## src/hw/rtl/cru_pkg.sv

```systemverilog
// Shared types and constants for the combinadic rank/unrank block.
// Holds the operation code and the command and status bundles between the
// controller and the datapath. Depends on nothing.
`timescale 1ns / 1ps

package cru_pkg;

	localparam int MAX_ELEMENTS_DEF = 64;
	localparam int DATA_W = 64;
	localparam int SIZE_W = 6;

	typedef enum logic {
		OP_RANK   = 1'b0,
		OP_UNRANK = 1'b1
	} cru_op_t;

	// Commands from the controller to the datapath.
	typedef struct packed {
		logic fill_rd;
		logic fill_wr;
		logic load;
		logic rank_step;
		logic ur_check_rd;
		logic ur_set_err;
		logic ur_fill_low;
		logic ur_skip;
		logic ur_probe_rd;
		logic ur_probe_cmp;
		logic rsp_load;
	} cru_cmd_t;

	// Status from the datapath to the controller.
	typedef struct packed {
		logic fill_last;
		logic rank_last;
		logic ur_bad;
		logic ur_over;
		logic i_zero;
		logic rem_zero;
		logic pos_zero;
		logic rsp_free;
	} cru_sts_t;

endpackage

```

## src/hw/rtl/cru_ctrl.sv

```systemverilog
// Controller of the combinadic rank/unrank block: sequences the table fill,
// the rank scan and the unrank search. Depends on cru_pkg.
`timescale 1ns / 1ps

module cru_ctrl (
	input  logic              clk,
	input  logic              arst_n,
	input  logic              start_valid,
	input  cru_pkg::cru_op_t  start_op,
	output logic              ready,
	input  cru_pkg::cru_sts_t sts,
	output cru_pkg::cru_cmd_t cmd
);

	typedef enum logic [3:0] {
		S_FILL_RD,
		S_FILL_WR,
		S_IDLE,
		S_RANK_SCAN,
		S_RANK_DRAIN,
		S_UR_CHECK,
		S_UR_RANGE,
		S_UR_STEP,
		S_UR_PROBE,
		S_DONE
	} state_t;

	state_t state_q;
	state_t state_d;

	assign ready = state_q == S_IDLE;

	always_comb begin
		cmd     = '0;
		state_d = state_q;
		case (state_q)
			S_FILL_RD: begin
				cmd.fill_rd = 1'b1;
				state_d     = S_FILL_WR;
			end
			S_FILL_WR: begin
				cmd.fill_wr = 1'b1;
				state_d     = sts.fill_last ? S_IDLE : S_FILL_RD;
			end
			S_IDLE: begin
				if (start_valid) begin
					cmd.load = 1'b1;
					state_d  = (start_op == cru_pkg::OP_UNRANK) ? S_UR_CHECK : S_RANK_SCAN;
				end
			end
			S_RANK_SCAN: begin
				cmd.rank_step = 1'b1;
				if (sts.rank_last) begin
					state_d = S_RANK_DRAIN;
				end
			end
			S_RANK_DRAIN: begin
				state_d = S_DONE;
			end
			S_UR_CHECK: begin
				if (sts.ur_bad) begin
					cmd.ur_set_err = 1'b1;
					state_d        = S_DONE;
				end else begin
					cmd.ur_check_rd = 1'b1;
					state_d         = S_UR_RANGE;
				end
			end
			S_UR_RANGE: begin
				if (sts.ur_over) begin
					cmd.ur_set_err = 1'b1;
					state_d        = S_DONE;
				end else begin
					state_d = S_UR_STEP;
				end
			end
			S_UR_STEP: begin
				if (sts.i_zero) begin
					state_d = S_DONE;
				end else if (sts.rem_zero) begin
					cmd.ur_fill_low = 1'b1;
				end else if (sts.pos_zero) begin
					cmd.ur_skip = 1'b1;
				end else begin
					cmd.ur_probe_rd = 1'b1;
					state_d         = S_UR_PROBE;
				end
			end
			S_UR_PROBE: begin
				cmd.ur_probe_cmp = 1'b1;
				state_d          = S_UR_STEP;
			end
			S_DONE: begin
				if (sts.rsp_free) begin
					cmd.rsp_load = 1'b1;
					state_d      = S_IDLE;
				end
			end
			default: begin
				state_d = S_IDLE;
			end
		endcase
	end

	always_ff @(posedge clk or negedge arst_n) begin
		if (!arst_n) begin
			state_q <= S_FILL_RD;
		end else begin
			state_q <= state_d;
		end
	end

endmodule

```

## config.mk

```make
export PLATFORM = sky130hd
export DESIGN_NAME = cru_ctrl
export DESIGN_NICKNAME = d
export VERILOG_FILES = /design/src/hw/rtl/cru_pkg.sv /design/src/hw/rtl/cru_ctrl.sv
export SDC_FILE = /design/constraint.sdc
export NUM_CORES = 1
export LEC_CHECK = 0
export BUFFER_PORTS_ARGS = -buffer_cell sky130_fd_sc_hd__buf_4
export CAP_MARGIN = 15
export CORE_AREA = 2 2 39 41
export DETAILED_ROUTE_END_ITERATION = 10
export DIE_AREA = 0 0 41 43
export PLACE_DENSITY_LB_ADDON = 0.08
export SETUP_SLACK_MARGIN = 0.05
export SYNTH_ARGS = -nofsm -noshare
export SYNTH_HDL_FRONTEND = slang
export SYNTH_SLANG_ARGS = --single-unit
```

## constraint.sdc

```tcl
create_clock -name clk -period 1.89 [get_ports clk]
set_input_delay 0.567 -clock clk [delete_from_list [all_inputs] [get_ports clk]]
set_output_delay 0.567 -clock clk [all_outputs]
set_load 0.1 [all_outputs]
```

==> results of run 1 <==
-- metal layers --
layer  GRT usage  share of wire  up-vias
li1            -              -      306
met1      0.2754           0.40      306
met2      0.3750           0.56       13
met3     0.03141          0.026        2
met4      0.1533         0.0097        0
met5           0              0        -
-- final cells by class --
class	count	area, um^2
Timing Repair Buffer	43	479.2
Multi-Input combinational cell	49	480.5
Tap cell	16	20.02
Fill cell	86	262.8
Clock buffer	3	22.52
Sequential cell	4	100.1
Inverter	4	18.77
-- metrics by stage --
stage          instances  power [uW]  hold slack (ns)
5_1_grt              119        2218           0.1070
3_3_place_gp         108        1568           0.3650
3_5_place_dp         108        1578           0.3642
6_report             119        2108           0.1170
2_1_floorplan         61        1287           0.2714
4_1_cts              119        2035           0.1117
-- what timing repair did --
item,4_1_cts,5_1_grt
hold endpoints to repair,0,0
endpoints found under the setup margin,12,13
resized for setup,43,7
buffers inserted,9,2
pin swaps,5,10
-- power by group through the flow --
stage / combinational (uW) / clock, uW / sequential (uW)
2_1_floorplan: 1110 / 0 / 181
3_3_place_gp: 1420 / 0 / 153
3_5_place_dp: 1420 / 0 / 155
4_1_cts: 1770 / 110 / 158
5_1_grt: 1930 / 119 / 171
6_report: 1840 / 107 / 164
-- worst register-to-register path, stage by stage, from the launching register on --
cell and delay, ns:
sky130_fd_sc_hd__dfrtp_1 0.41, sky130_fd_sc_hd__buf_6 0.15, sky130_fd_sc_hd__nor4b_4 0.30, sky130_fd_sc_hd__buf_4 0.17, sky130_fd_sc_hd__or2b_1 0.26, sky130_fd_sc_hd__nand3_2 0.08
sky130_fd_sc_hd__mux2_4 0.29
-- cell usage in the layout (no fill, tap or decap), drive strengths merged, types with 2 or more instances in the layout --
master / instances
a21oi: 2
and3: 2
buf: 43
clkbuf: 3
dfrtp: 4
inv: 3
nand2: 5
nand2b: 2
nand3: 2
nor2: 6
nor2b: 2
nor3: 6
nor3b: 3
o21ai: 3
-- worst min-delay path by stage --
stage / start / endpoint / depth (start not counted)
6_report: arst_n / state_q[0]$_DFFE_PN0P_ / 1
4_1_cts: arst_n / state_q[0]$_DFFE_PN0P_ / 1
2_1_floorplan: arst_n / state_q[0]$_DFFE_PN0P_ / 0
3_3_place_gp: arst_n / state_q[2]$_DFFE_PN0P_ / 1
5_1_grt: arst_n / state_q[1]$_DFFE_PN0P_ / 1
3_5_place_dp: arst_n / state_q[2]$_DFFE_PN0P_ / 1
-- cell families (layout without fill, tap and decap cells) --
family                 Yosys count  in the layout  share of synthesized area
flip-flops                       4              4                     0.2122
multiplexers                     2              2                    0.04509
buffers and inverters            8             50                    0.09283
AO/OA/AOI/OAI                   11             11                     0.1830
AND/OR/NAND/NOR                 36             36                     0.4669
==> run summary, run 1 <==
The tools report the maximum clock frequency as 460.7 MHz. The number of nets in the layout is 117, and the vertical extent of the die is 43 um. Counting every sink on the clock net gives 4.

The signal on the critical path passes through nand2b_4 > or3_4 > nor3b_4 > buf_12. The repair_antennas step left the layout with diodes totalling 0. 24 I/O pins were placed. The finished cells cover 1121 um^2.

The remaining number of nets flagged by the antenna check after routing was 0; the total number of placement rows was 14. The run finished, with violations left. Setup repair after global routing could not meet its margin everywhere. The critical path ends at cmd[3]. The fraction of post-synthesis cell area in the top cell type by area was 0.2122; the maximum buffer depth of the clock tree was 2.

The startpoint-to-endpoint class of the critical path is register to output pin. The largest registers in the layout are state_q: 4 flops. The share of layout cells above drive strength 1 is 0.6893. The final reports fail on negative setup slack. Share of the core filled with cells in the final layout: 0.8101.

The run gives 0.051 as the fraction of power consumed by the clock network. The detailed-route DRC error count is 0, and the aggregate global-route resource usage is 0.2354. The synthesized design contains 4 register bits.

The startpoint identified for the worst register-to-register timing path is state_q[0]$_DFFE_PN0P_. The part of the cycle the worst path needs came out at 1.148. Buffers inserted during clock tree synthesis total 3.

The initial antenna violation count is 0. The maximum level of the CTS H-tree is 1. The worst setup path is launched from a register. The hold violation total from the final report came out at 0. The slowest stage of the critical path is the sky130_fd_sc_hd__or3_4 cell. The register with the most flip-flops in the layout has 4 of them. Terminus of the critical flop-to-flop path: state_q[1]$_DFFE_PN0P_. The run gives 980.2 uW as the cell internal power dissipation. In this run the horizontal extent of the chip is 41 um.

The synthesized netlist contains 34 unique library cells. The final count of pins violating max slew was 0; the count of warnings emitted by yosys was 0. Entering global routing, the biggest net connects 11 pins. The switching component of the power was 1128 uW. The tools report the pre-CTS setup slack as -0.2515 ns. The tools report the max-cap violation count as 0. In the final routed layout, each cell accounts on average for 14.68 um. The fraction of power spent switching nets is 0.5350. The portion of total power attributed to sequential cells was 0.078; the number of cells on the worst reg-to-reg path was 6. The critical path starts at state_q[3]$_DFFE_PN0P_. For the worst setup path, the data arrival time is 1.60 ns. The share of synthesized flip-flops with an asynchronous set or reset was 1.000. The first global-routing pass estimated 2801 um of wire. The slew at the pin with the worst max-slew slack is 0.2555 ns. The buffering stage count on the worst path with inverters included came out at 1.

Class of the tightest hold or removal check: input pin to async pin. Counting I/O delays and the setup requirement, the final critical path takes 2.171 ns. The initial DRC count is 5, and the final count of negative-setup-slack endpoints is 11.

For this run, the leading register cell type out of synthesis is sky130_fd_sc_hd__dfrtp_1. The number of global-route vias before repair was 689. Summed over all failing endpoints, the final setup total negative slack is -1.123 ns. The critical path capture point type is an output pin.

The clock-pin slew on the worst setup and hold paths is 0.04 ns. The total power per unit cell area works out to 1880 nW/um^2. By area the synthesized netlist is led by sky130_fd_sc_hd__dfrtp_1 (21%), sky130_fd_sc_hd__nor3_1 (6.4%), sky130_fd_sc_hd__nor2_1 (4.8%), sky130_fd_sc_hd__nor3b_1 (4.8%), sky130_fd_sc_hd__nand2_1 (4.0%). Cell leakage power: 0.0004825 uW. The HPWL after detailed placement is 1105 um. The worst setup slack after layout came out at -0.2805 ns. The critical path runs through a total of 4 cells. The logs give 0.2122 for the sequential-to-total area share from yosys stat and 1763 um^2 for the full die area. The run gives 1747 um as the final wirelength. The kind of cell adding the most delay to the critical path is simple AND/OR/NAND/NOR gates.

Counting every net in the synthesized netlist gives 73. For the worst setup path, the data required time is 1.32 ns. Along the worst path, the maximum fanout reaches 3. Using the TritonRoute via totals, the vias-per-cell ratio works out to 5.269. The tools report the root buffer selected by CTS as sky130_fd_sc_hd__clkbuf_4. The remaining global-route overflow was 0; the placer congestion estimate was 0.8037.

In this run the mean area of a mapped cell was 7.733 um^2. The placed standard-cell area is 847.1 um^2, and the growth of design area from synthesis to finish is 137.7%. The post-synthesis cell area came out at 471.7 um^2. The run gives 1384 um^2 as the core area. The largest voltage drop on the vdd net was 1.115 mV.

Hold repair after CTS inserted 0 buffers. The stage delay of the slowest cell on the critical path was 0.41 ns. The initial cell density of the core is 0.3409, and the register-to-register setup slack is 0.11 ns.

Between clock sinks in the finished design, the worst skew comes to 0.0005600 ns. TritonCTS built the clock tree. After technology mapping, the gate count stands at 61. Summing over every cut layer, the via total after detailed routing is 627. The combinational group share of total power is 0.871. The relative slew slack was 0.8293. In this run, synthesis inferred 0 flip-flops with an integrated enable. The commonest cells after synthesis are sky130_fd_sc_hd__nor2_1 (6), sky130_fd_sc_hd__nor3_1 (6), sky130_fd_sc_hd__nand2_1 (5), sky130_fd_sc_hd__dfrtp_1 (4), sky130_fd_sc_hd__inv_1 (4). The first TritonRoute pass finished after 2 iterations.

The run gives 0.24 ns as the clock network latency to the later pin of the worst-skew pair. Summed over all instances, the cell type with the most area after synthesis is sky130_fd_sc_hd__dfrtp_1. The count of buffers from port buffering was 23.

Counting flops per register, the top entry is state_q.
No activity file was read; power rests on OpenSTA's default activity.
==> run 2: changes to the inputs <==
- SETUP_SLACK_MARGIN: 0.05 -> not set
==> run 2 against run 1 <==
  * The flow still finishes with violations (negative setup slack)
  * Utilization increased by 1.3 points
  * Die area did not move
  * Cell area is 1.6% higher
  * Largest cell class is now buffers
  * Largest power group unchanged
  * Highest routed layer unchanged
==> run summary, run 2 (same netlist as run 1, synthesis figures left out) <==
The startpoint-to-endpoint class of the critical path was register to output pin. The register-to-register setup slack was 0.07 ns; the worst clock skew was 0.006083 ns. For the pin with the worst max-slew slack, the measured transition is 0.3747 ns.

Leaving out fill and tap cells, the most frequent cells in the layout are sky130_fd_sc_hd__buf_4 (28), sky130_fd_sc_hd__buf_12 (10), sky130_fd_sc_hd__buf_6 (8). The clock period minus worst slack was 2.137 ns. At the end of routability-driven placement, the weighted congestion stood at 0.8090.

The register name with the most flops was state_q. The path class of the tightest hold or removal check is input pin to async pin. The full die area was 1763 um^2. The core area was 1384 um^2; the total power per unit cell area was 1870 nW/um^2.

The final reports fail on negative setup slack. TritonCTS built the clock tree. The maximum level of the CTS H-tree was 1. In the final timing run, aggregate negative setup slack is -1.138 ns.

The number of global-route vias before repair is 654, and the number of flip-flops in the largest register is 4. Input and output buffers added on the ports amount to 23. Static timing analysis puts the maximum clock frequency at 468.0 MHz. The tool flagged a number of max-cap violations equal to 0.

The first global-routing pass estimated 2780 um of wire. The standard cell with the maximum stage delay on the critical path is sky130_fd_sc_hd__or3_4. On the critical path the largest part of the delay comes from simple AND/OR/NAND/NOR gates. Setup violations remaining at the end of the flow were counted as 9.

The final count of pins violating max slew was 0. The x dimension of the die was 41 um; the growth of design area from synthesis to finish was 141.4%. The run gives 0.7496 as the relative slew slack.

The share of layout cells above drive strength 1 works out to 0.7075. The most common cell after layout, fill and taps aside was sky130_fd_sc_hd__buf_4. Detailed-route DRC error count: 0. The flow ran to the end, but the final reports show violations. The tools report the number of sinks driven by the clock tree as 4.

Detail-routed via count per cell: 5.426. Summing all multi-input logic gate instances after layout gives 476.7 um^2. The tools report the largest voltage drop on the vdd net as 1.413 mV. Walking the worst path, the cells encountered are nand2b_4 > or3_4 > buf_4 > nor2_4 > buf_12. Initial antenna violation count: 0.

Critical path capture point type: an output pin. The finished cells cover 1139 um^2. The estimated wirelength of the detail-placed design is 1107 um, and the final wirelength is 1909 um. The buffering stage count on the worst path with inverters included works out to 2. In this run the deepest clock path goes through 2 buffers. For this run, the slowest stage of the critical path takes 0.40 ns. The net count of the finished layout is 120. The logs give 0 for the hold violation total from the final report and 24 for the number of ports placed on the die boundary. The remaining number of nets flagged by the antenna check after routing came out at 0. The tools report the maximum number of pins on one net before global-route repair as 12. The count of non-filler cells in the finished layout was 122.

In this run the cell area measured after placement is 850.8 um^2. The aggregate global-route resource usage was 0.2294; the wire length per cell after detailed routing was 15.65 um. Clock tree synthesis selected as its root buffer the cell sky130_fd_sc_hd__clkbuf_4. The initial cell density of the core came out at 0.3409. The clock-pin slew on the worst setup and hold paths is 0.04 ns. In this run, CTS created clock tree buffers numbering 3. The part of the cycle the worst path needs was 1.131.

The clock network latency to the later pin of the worst-skew pair was 0.23 ns. In the final layout, the registers with the most flip-flops are state_q: 4 flops. The sequential cell area was 100.1 um^2.

The number of antenna diodes in the final layout is 0. The routed layout has 662 vias. The tools report the data arrival time at the worst-slack endpoint as 1.57 ns.

The layout has 83 filler cells. The floorplan has 14 rows. For the worst setup path, the data required time is 1.32 ns. The initial DRC count is 26, and the vertical extent of the die is 43 um.

After clock tree synthesis, the flow added hold-fix buffers numbering 0. The kind of start point of the critical path was a register. Setup repair after global routing could not meet its margin everywhere. Summed over all cells, the static leakage comes to 0.0005017 uW. The critical-path maximum fanout works out to 3. Before antenna repair, the detailed router went through 4 iterations.

Counting tap cells, the placed design contains a total of 109 instances. The tools report the worst setup slack after layout as -0.2468 ns. The remaining global-route overflow came out at 0.
## run 2: path summary, 6_finish.rpt
path | start | end | cells after the start
worst min-delay path | arst_n | state_q[1]$_DFFE_PN0P_ | 1
worst min register to register | state_q[2]$_DFFE_PN0P_ | state_q[3]$_DFFE_PN0P_ | 4
worst max-delay path | state_q[3]$_DFFE_PN0P_ | cmd[4] | 5
max in group asynchronous | arst_n | state_q[3]$_DFFE_PN0P_ | 1
worst max register to register | state_q[1]$_DFFE_PN0P_ | state_q[1]$_DFFE_PN0P_ | 7
min in group clk | sts[0] | state_q[3]$_DFFE_PN0P_ | 2
## run 2: timing repair
action	4_1_cts	5_1_grt
gates cloned	0	0
setup endpoints to repair	11	13
resized for setup	44	6
pin swaps	6	8
buffers inserted	5	8
## run 2: report_power, final
group	internal [uW]	total, uW	switching (uW)	leakage, uW
clock	70.8	103	32.1	0.0000138
sequential	128	169	40.3	0.0000505
combinational	802	1860	1060	0.000437
## run 2: layer usage
layer	track usage	up-vias	share of wire
met5	0	-	0
met4	0.1067	0	0.011
met3	0.02618	2	0.045
met1	0.2816	308	0.38
li1	-	316	-
met2	0.3750	36	0.57
## run 2: area by class of cell
class	instances	share of cell area
timing repair buffer	46	0.4396
multi-input combinational	49	0.4187
sequential	4	0.08791
clock buffer	3	0.01978
tap	16	0.01758
inverter	4	0.01648
## run 2: metrics by stage
stage                     hold WS [ns]    util  worst slack [ns]  total power [uW]
after detailed placement        0.3646  0.6148           -0.2497              1590
final                           0.1203  0.8228           -0.2468              2129
after floorplan                 0.2714       -           -0.8274              1280
after CTS                       0.1124  0.7812           -0.2746              1989
after global routing            0.1101  0.8228           -0.3073              2236
after global placement          0.3640  0.6148           -0.2367              1585
## run 2: worst register-to-register path: cells and delay by family (launching register included)
family / cells / cell delay [ns]
AOI/OAI and AO/OA: 1 / 0.18
DFF: 1 / 0.39
and+or+nand+nor: 2 / 0.46
muxes: 1 / 0.29
buffers and inverters: 3 / 0.39
==> run 3: changes to the inputs <==
- ABC_AREA: not set -> 1
- CORE_AREA: 2 2 39 41 -> 5 5 42 44
- DIE_AREA: 0 0 41 43 -> 0 0 47 49
==> run 3 against run 2 <==
  * The run still ends with negative setup slack left
  * Critical path depth fell by 1
  * Die area rose by 31%
  * Setup slack gained 0.24 ns
  * Global-route usage shrank 8.0 points
  * Fmax up 13%
  * Critical path type unchanged
  * Largest cell class unchanged
  * Largest power group unchanged
==> run summary, run 3 <==
The die is 49 um tall. Relative to the synthesized area, the layout overhead comes to 121.4%. Each instance of the synthesized netlist takes up on average 4.940 um^2. The share of synthesized flip-flops with an asynchronous set or reset came out at 1.000. Register name with the most flops: state_q. The count of non-filler cells in the finished layout is 151.

The worst clock skew was 0.002739 ns. The detail-routed via count per cell works out to 4.669. For this run, the top clock speed supported by timing is 527.5 MHz. TritonCTS built the clock tree. The tools report the count of antenna diodes in the layout as 0. The portion of total power attributed to sequential cells is 0.118, and the wire length per cell after detailed routing is 11.15 um.

The analysis attributes to cell leakage a power of 0.0005647 uW. Walking the worst path, the cells encountered are inv_4 > nand2_4 > nor4_4 > buf_6. STA classifies the critical path startpoint as a register.

The maximum level of the CTS H-tree was 1. Hold repair after CTS inserted 0 buffers. The largest registers in the layout are state_q: 4 flops. For the maximum buffer depth of the clock tree, the log shows 2. Detailed placement ended at an HPWL of 1260 um. The final count of pins violating max slew was 0; the maximum number of pins on one net before global-route repair was 7.

The floorplan has 14 rows. The number of sinks driven by the clock tree is 4. Summed over all layers, the global routing overflow is 0.

The stage delay of the slowest cell on the critical path is 0.44 ns. The max-cap violation count was 0. From left edge to right edge, the die measures 47 um.

For this design the total switching power over the nets is 1088 uW. Number of distinct library cell variants in the gate-level netlist after synthesis: 11. The layout filler cell count was 112.

At the worst endpoint, the required time is 1.32 ns. The checks that failed: negative setup slack. Worst hold slack across all endpoints: 0.1280 ns. Clock tree synthesis selected as its root buffer the cell sky130_fd_sc_hd__clkbuf_4. The worst register-to-register path ends at state_q[1]$_DFFE_PN0P_.

Setup violations remaining at the end of the flow were counted as 3. After synthesis, the cell types taking the most area are sky130_fd_sc_hd__nand2_1 (27%), sky130_fd_sc_hd__dfrtp_1 (21%), sky130_fd_sc_hd__inv_1 (16%), sky130_fd_sc_hd__nor2_1 (16%), sky130_fd_sc_hd__nand3_1 (9.4%). The run gives 2587 um as the wire length of the first global-routing pass.

The startpoint-to-endpoint class of the critical path is register to output pin. Cell internal power dissipation: 776.0 uW. Critical path capture point type: an output pin.

The biggest area contributor in the post-synthesis netlist is sky130_fd_sc_hd__nand2_1. The fraction of power spent switching nets is 0.5836, and the detailed-route via count is 705. The placer congestion estimate was 0.7666. The number of global-route vias before repair is 658.

The combinational group share of total power came out at 0.828. Across the whole layout, storage elements account for 105.1 um^2. The first routing iteration left 11 violations.

The tools report the share of the core filled with cells in the final layout as 0.7571. The critical-path maximum fanout came out at 4. Summing every instance area after synthesis gives 479.2 um^2.

The number of enable flip-flop cells after synthesis came out at 0. The floorplan step defined a die boundary enclosing 2303 um^2. The initial antenna violation count is 0.

At the later pin of the worst-skew pair, clock insertion delay measures 0.23 ns. The synthesized flop and latch total is 4. Leaving out fill and tap cells, the most frequent cells in the layout are sky130_fd_sc_hd__nand2_1 (29), sky130_fd_sc_hd__buf_4 (21), sky130_fd_sc_hd__inv_1 (14). The total power per unit cell area was 1757 nW/um^2.

Setup repair after global routing could not meet its margin everywhere. The top flip-flop cell by instance count after synthesis was sky130_fd_sc_hd__dfrtp_1. The clock period minus worst slack works out to 1.896 ns.

In this run the register-to-register setup slack is 0.46 ns. The share of layout cells above drive strength 1 was 0.5333. The part of the cycle the worst path needs was 1.003; the total nets after synthesis was 109. The fraction of power consumed by the clock network was 0.054. The run gives 0.3420 as the initial cell density of the core.

The slew at the pin with the worst max-slew slack works out to 0.2052 ns. The logs give 0.1494 for the aggregate global-route resource usage and 0 for the detailed-route DRC error count. The number of cells on the worst reg-to-reg path is 8.

The tools report the final wirelength as 1683 um. The run gives 0.8622 as the relative slew slack. The run gives 0 as the hold violation total from the final report. In this run the tool buffered the top-level ports with 23 buffer cells. For the worst setup path, the data arrival time is 1.33 ns.

The logs give 1.015 mV for the largest voltage drop on the vdd net and 0.2089 for the sequential-to-total area share from yosys stat. The run gives 144 as the number of instances in the placed design. The number of flip-flops in the largest register was 4; the worst setup slack after layout was -0.005903 ns. Leaving out fill and tap cells, the most frequent cell in the layout is sky130_fd_sc_hd__nand2_1. The flow ran to the end, but the final reports show violations. By instance count, the leading cell after synthesis is sky130_fd_sc_hd__nand2_1. After clock tree synthesis, the clock-pin slew on the worst setup and hold paths is 0.04 ns.

The fraction of post-synthesis cell area in the top cell type by area was 0.2663; the count of warnings emitted by yosys was 0. In the final layout, the multi-input gates occupy 401.6 um^2. In this run the critical register-to-register path is launched from state_q[0]$_DFFE_PN0P_. The class of the tightest hold or removal check was input pin to async pin.

Detailed-router iteration count before antenna repair: 4. Number of ports placed on the die boundary: 24. The commonest cells after synthesis are sky130_fd_sc_hd__nand2_1 (34), sky130_fd_sc_hd__inv_1 (21), sky130_fd_sc_hd__nor2_1 (21), sky130_fd_sc_hd__nand3_1 (9), sky130_fd_sc_hd__dfrtp_1 (4). The core area is 1401 um^2.

For the number of buffers added by the clock tree synthesis step, the log shows 3. The net count of the finished layout is 149. The logs give 97 for the gate count after technology mapping and 0 for the remaining number of nets flagged by the antenna check after routing. The slowest stage of the critical path is the sky130_fd_sc_hd__dfrtp_2 cell.
run 3: cell types whose count changed after synthesis, sizes merged, moves of 4 or more:
cell   before  now
buf         4    0
inv         4   22
nand2       5   36
nand3       2    9
nor2        6   23
nor3        6    0
run 3: cells by family (layout without fill, tap and decap cells):
logic type	Yosys count	count (layout)	share of synthesized area
buf+inv	22	60	0.1723
flops	4	4	0.2089
simple gates	70	70	0.6031
compound gates	1	1	0.01567
run 3: area by class of cell:
| cell class | count | area share |
|---|---|---|
| Multi-Input combinational cell | 71 | 0.3785 |
| Tap cell | 16 | 0.01887 |
| Sequential cell | 4 | 0.09906 |
| Clock buffer | 3 | 0.02123 |
| Inverter | 22 | 0.09434 |
| Timing Repair Buffer | 35 | 0.3880 |
run 3: power groups by stage:
stage / combinational (uW) / clock (uW) / sequential (uW)
final: 1540 / 101 / 220
after floorplan: 871 / 0 / 170
after CTS: 1410 / 104 / 196
after detailed placement: 1150 / 0 / 180
after global placement: 1140 / 0 / 177
after global routing: 1630 / 111 / 227
run 3: worst max-delay path by stage:
stage / start / to / slack, ns
after detailed placement: state_q[0]$_DFFE_PN0P_ / cmd[0] / 0.005
final: state_q[3]$_DFFE_PN0P_ / cmd[2] / -0.006
after floorplan: sts[1] / cmd[2] / -0.35
after global routing: state_q[3]$_DFFE_PN0P_ / cmd[5] / -0.07
after global placement: state_q[0]$_DFFE_PN0P_ / cmd[0] / 0.03
after CTS: state_q[3]$_DFFE_PN0P_ / cmd[3] / -0.04
run 3: routing by layer:
metal | GRT usage | up-vias | wire (um)
li1 | - | 364 | -
met1 | 0.1902 | 323 | 657
met2 | 0.2579 | 18 | 954
met3 | 0.01107 | 0 | 72
met4 | 0.04147 | 0 | 0
met5 | 0 | - | 0
run 3: timing repair:
action | CTS | global route
endpoints found under the setup margin | 12 | 12
pin swaps | 2 | 2
buffers inserted | 3 | 1
resized for setup | 42 | 20
run 3: critical path: cells and delay by family, from the launching register on:
kind          cells  cell delay [ns]
buf+inv           2             0.35
simple gates      2             0.30
flops             1             0.44
run 3: through the flow:
step	instance area, um^2	power, uW	TNS (ns)	setup slack (ns)
2_1_floorplan	536.8	1041	-0.5007	-0.3502
3_3_place_gp	789.5	1318	0	0.03326
3_5_place_dp	789.5	1327	0	0.004919
4_1_cts	978.4	1710	-0.08669	-0.03635
5_1_grt	1061	1969	-0.5079	-0.07333
6_report	1061	1864	-0.01217	-0.005903
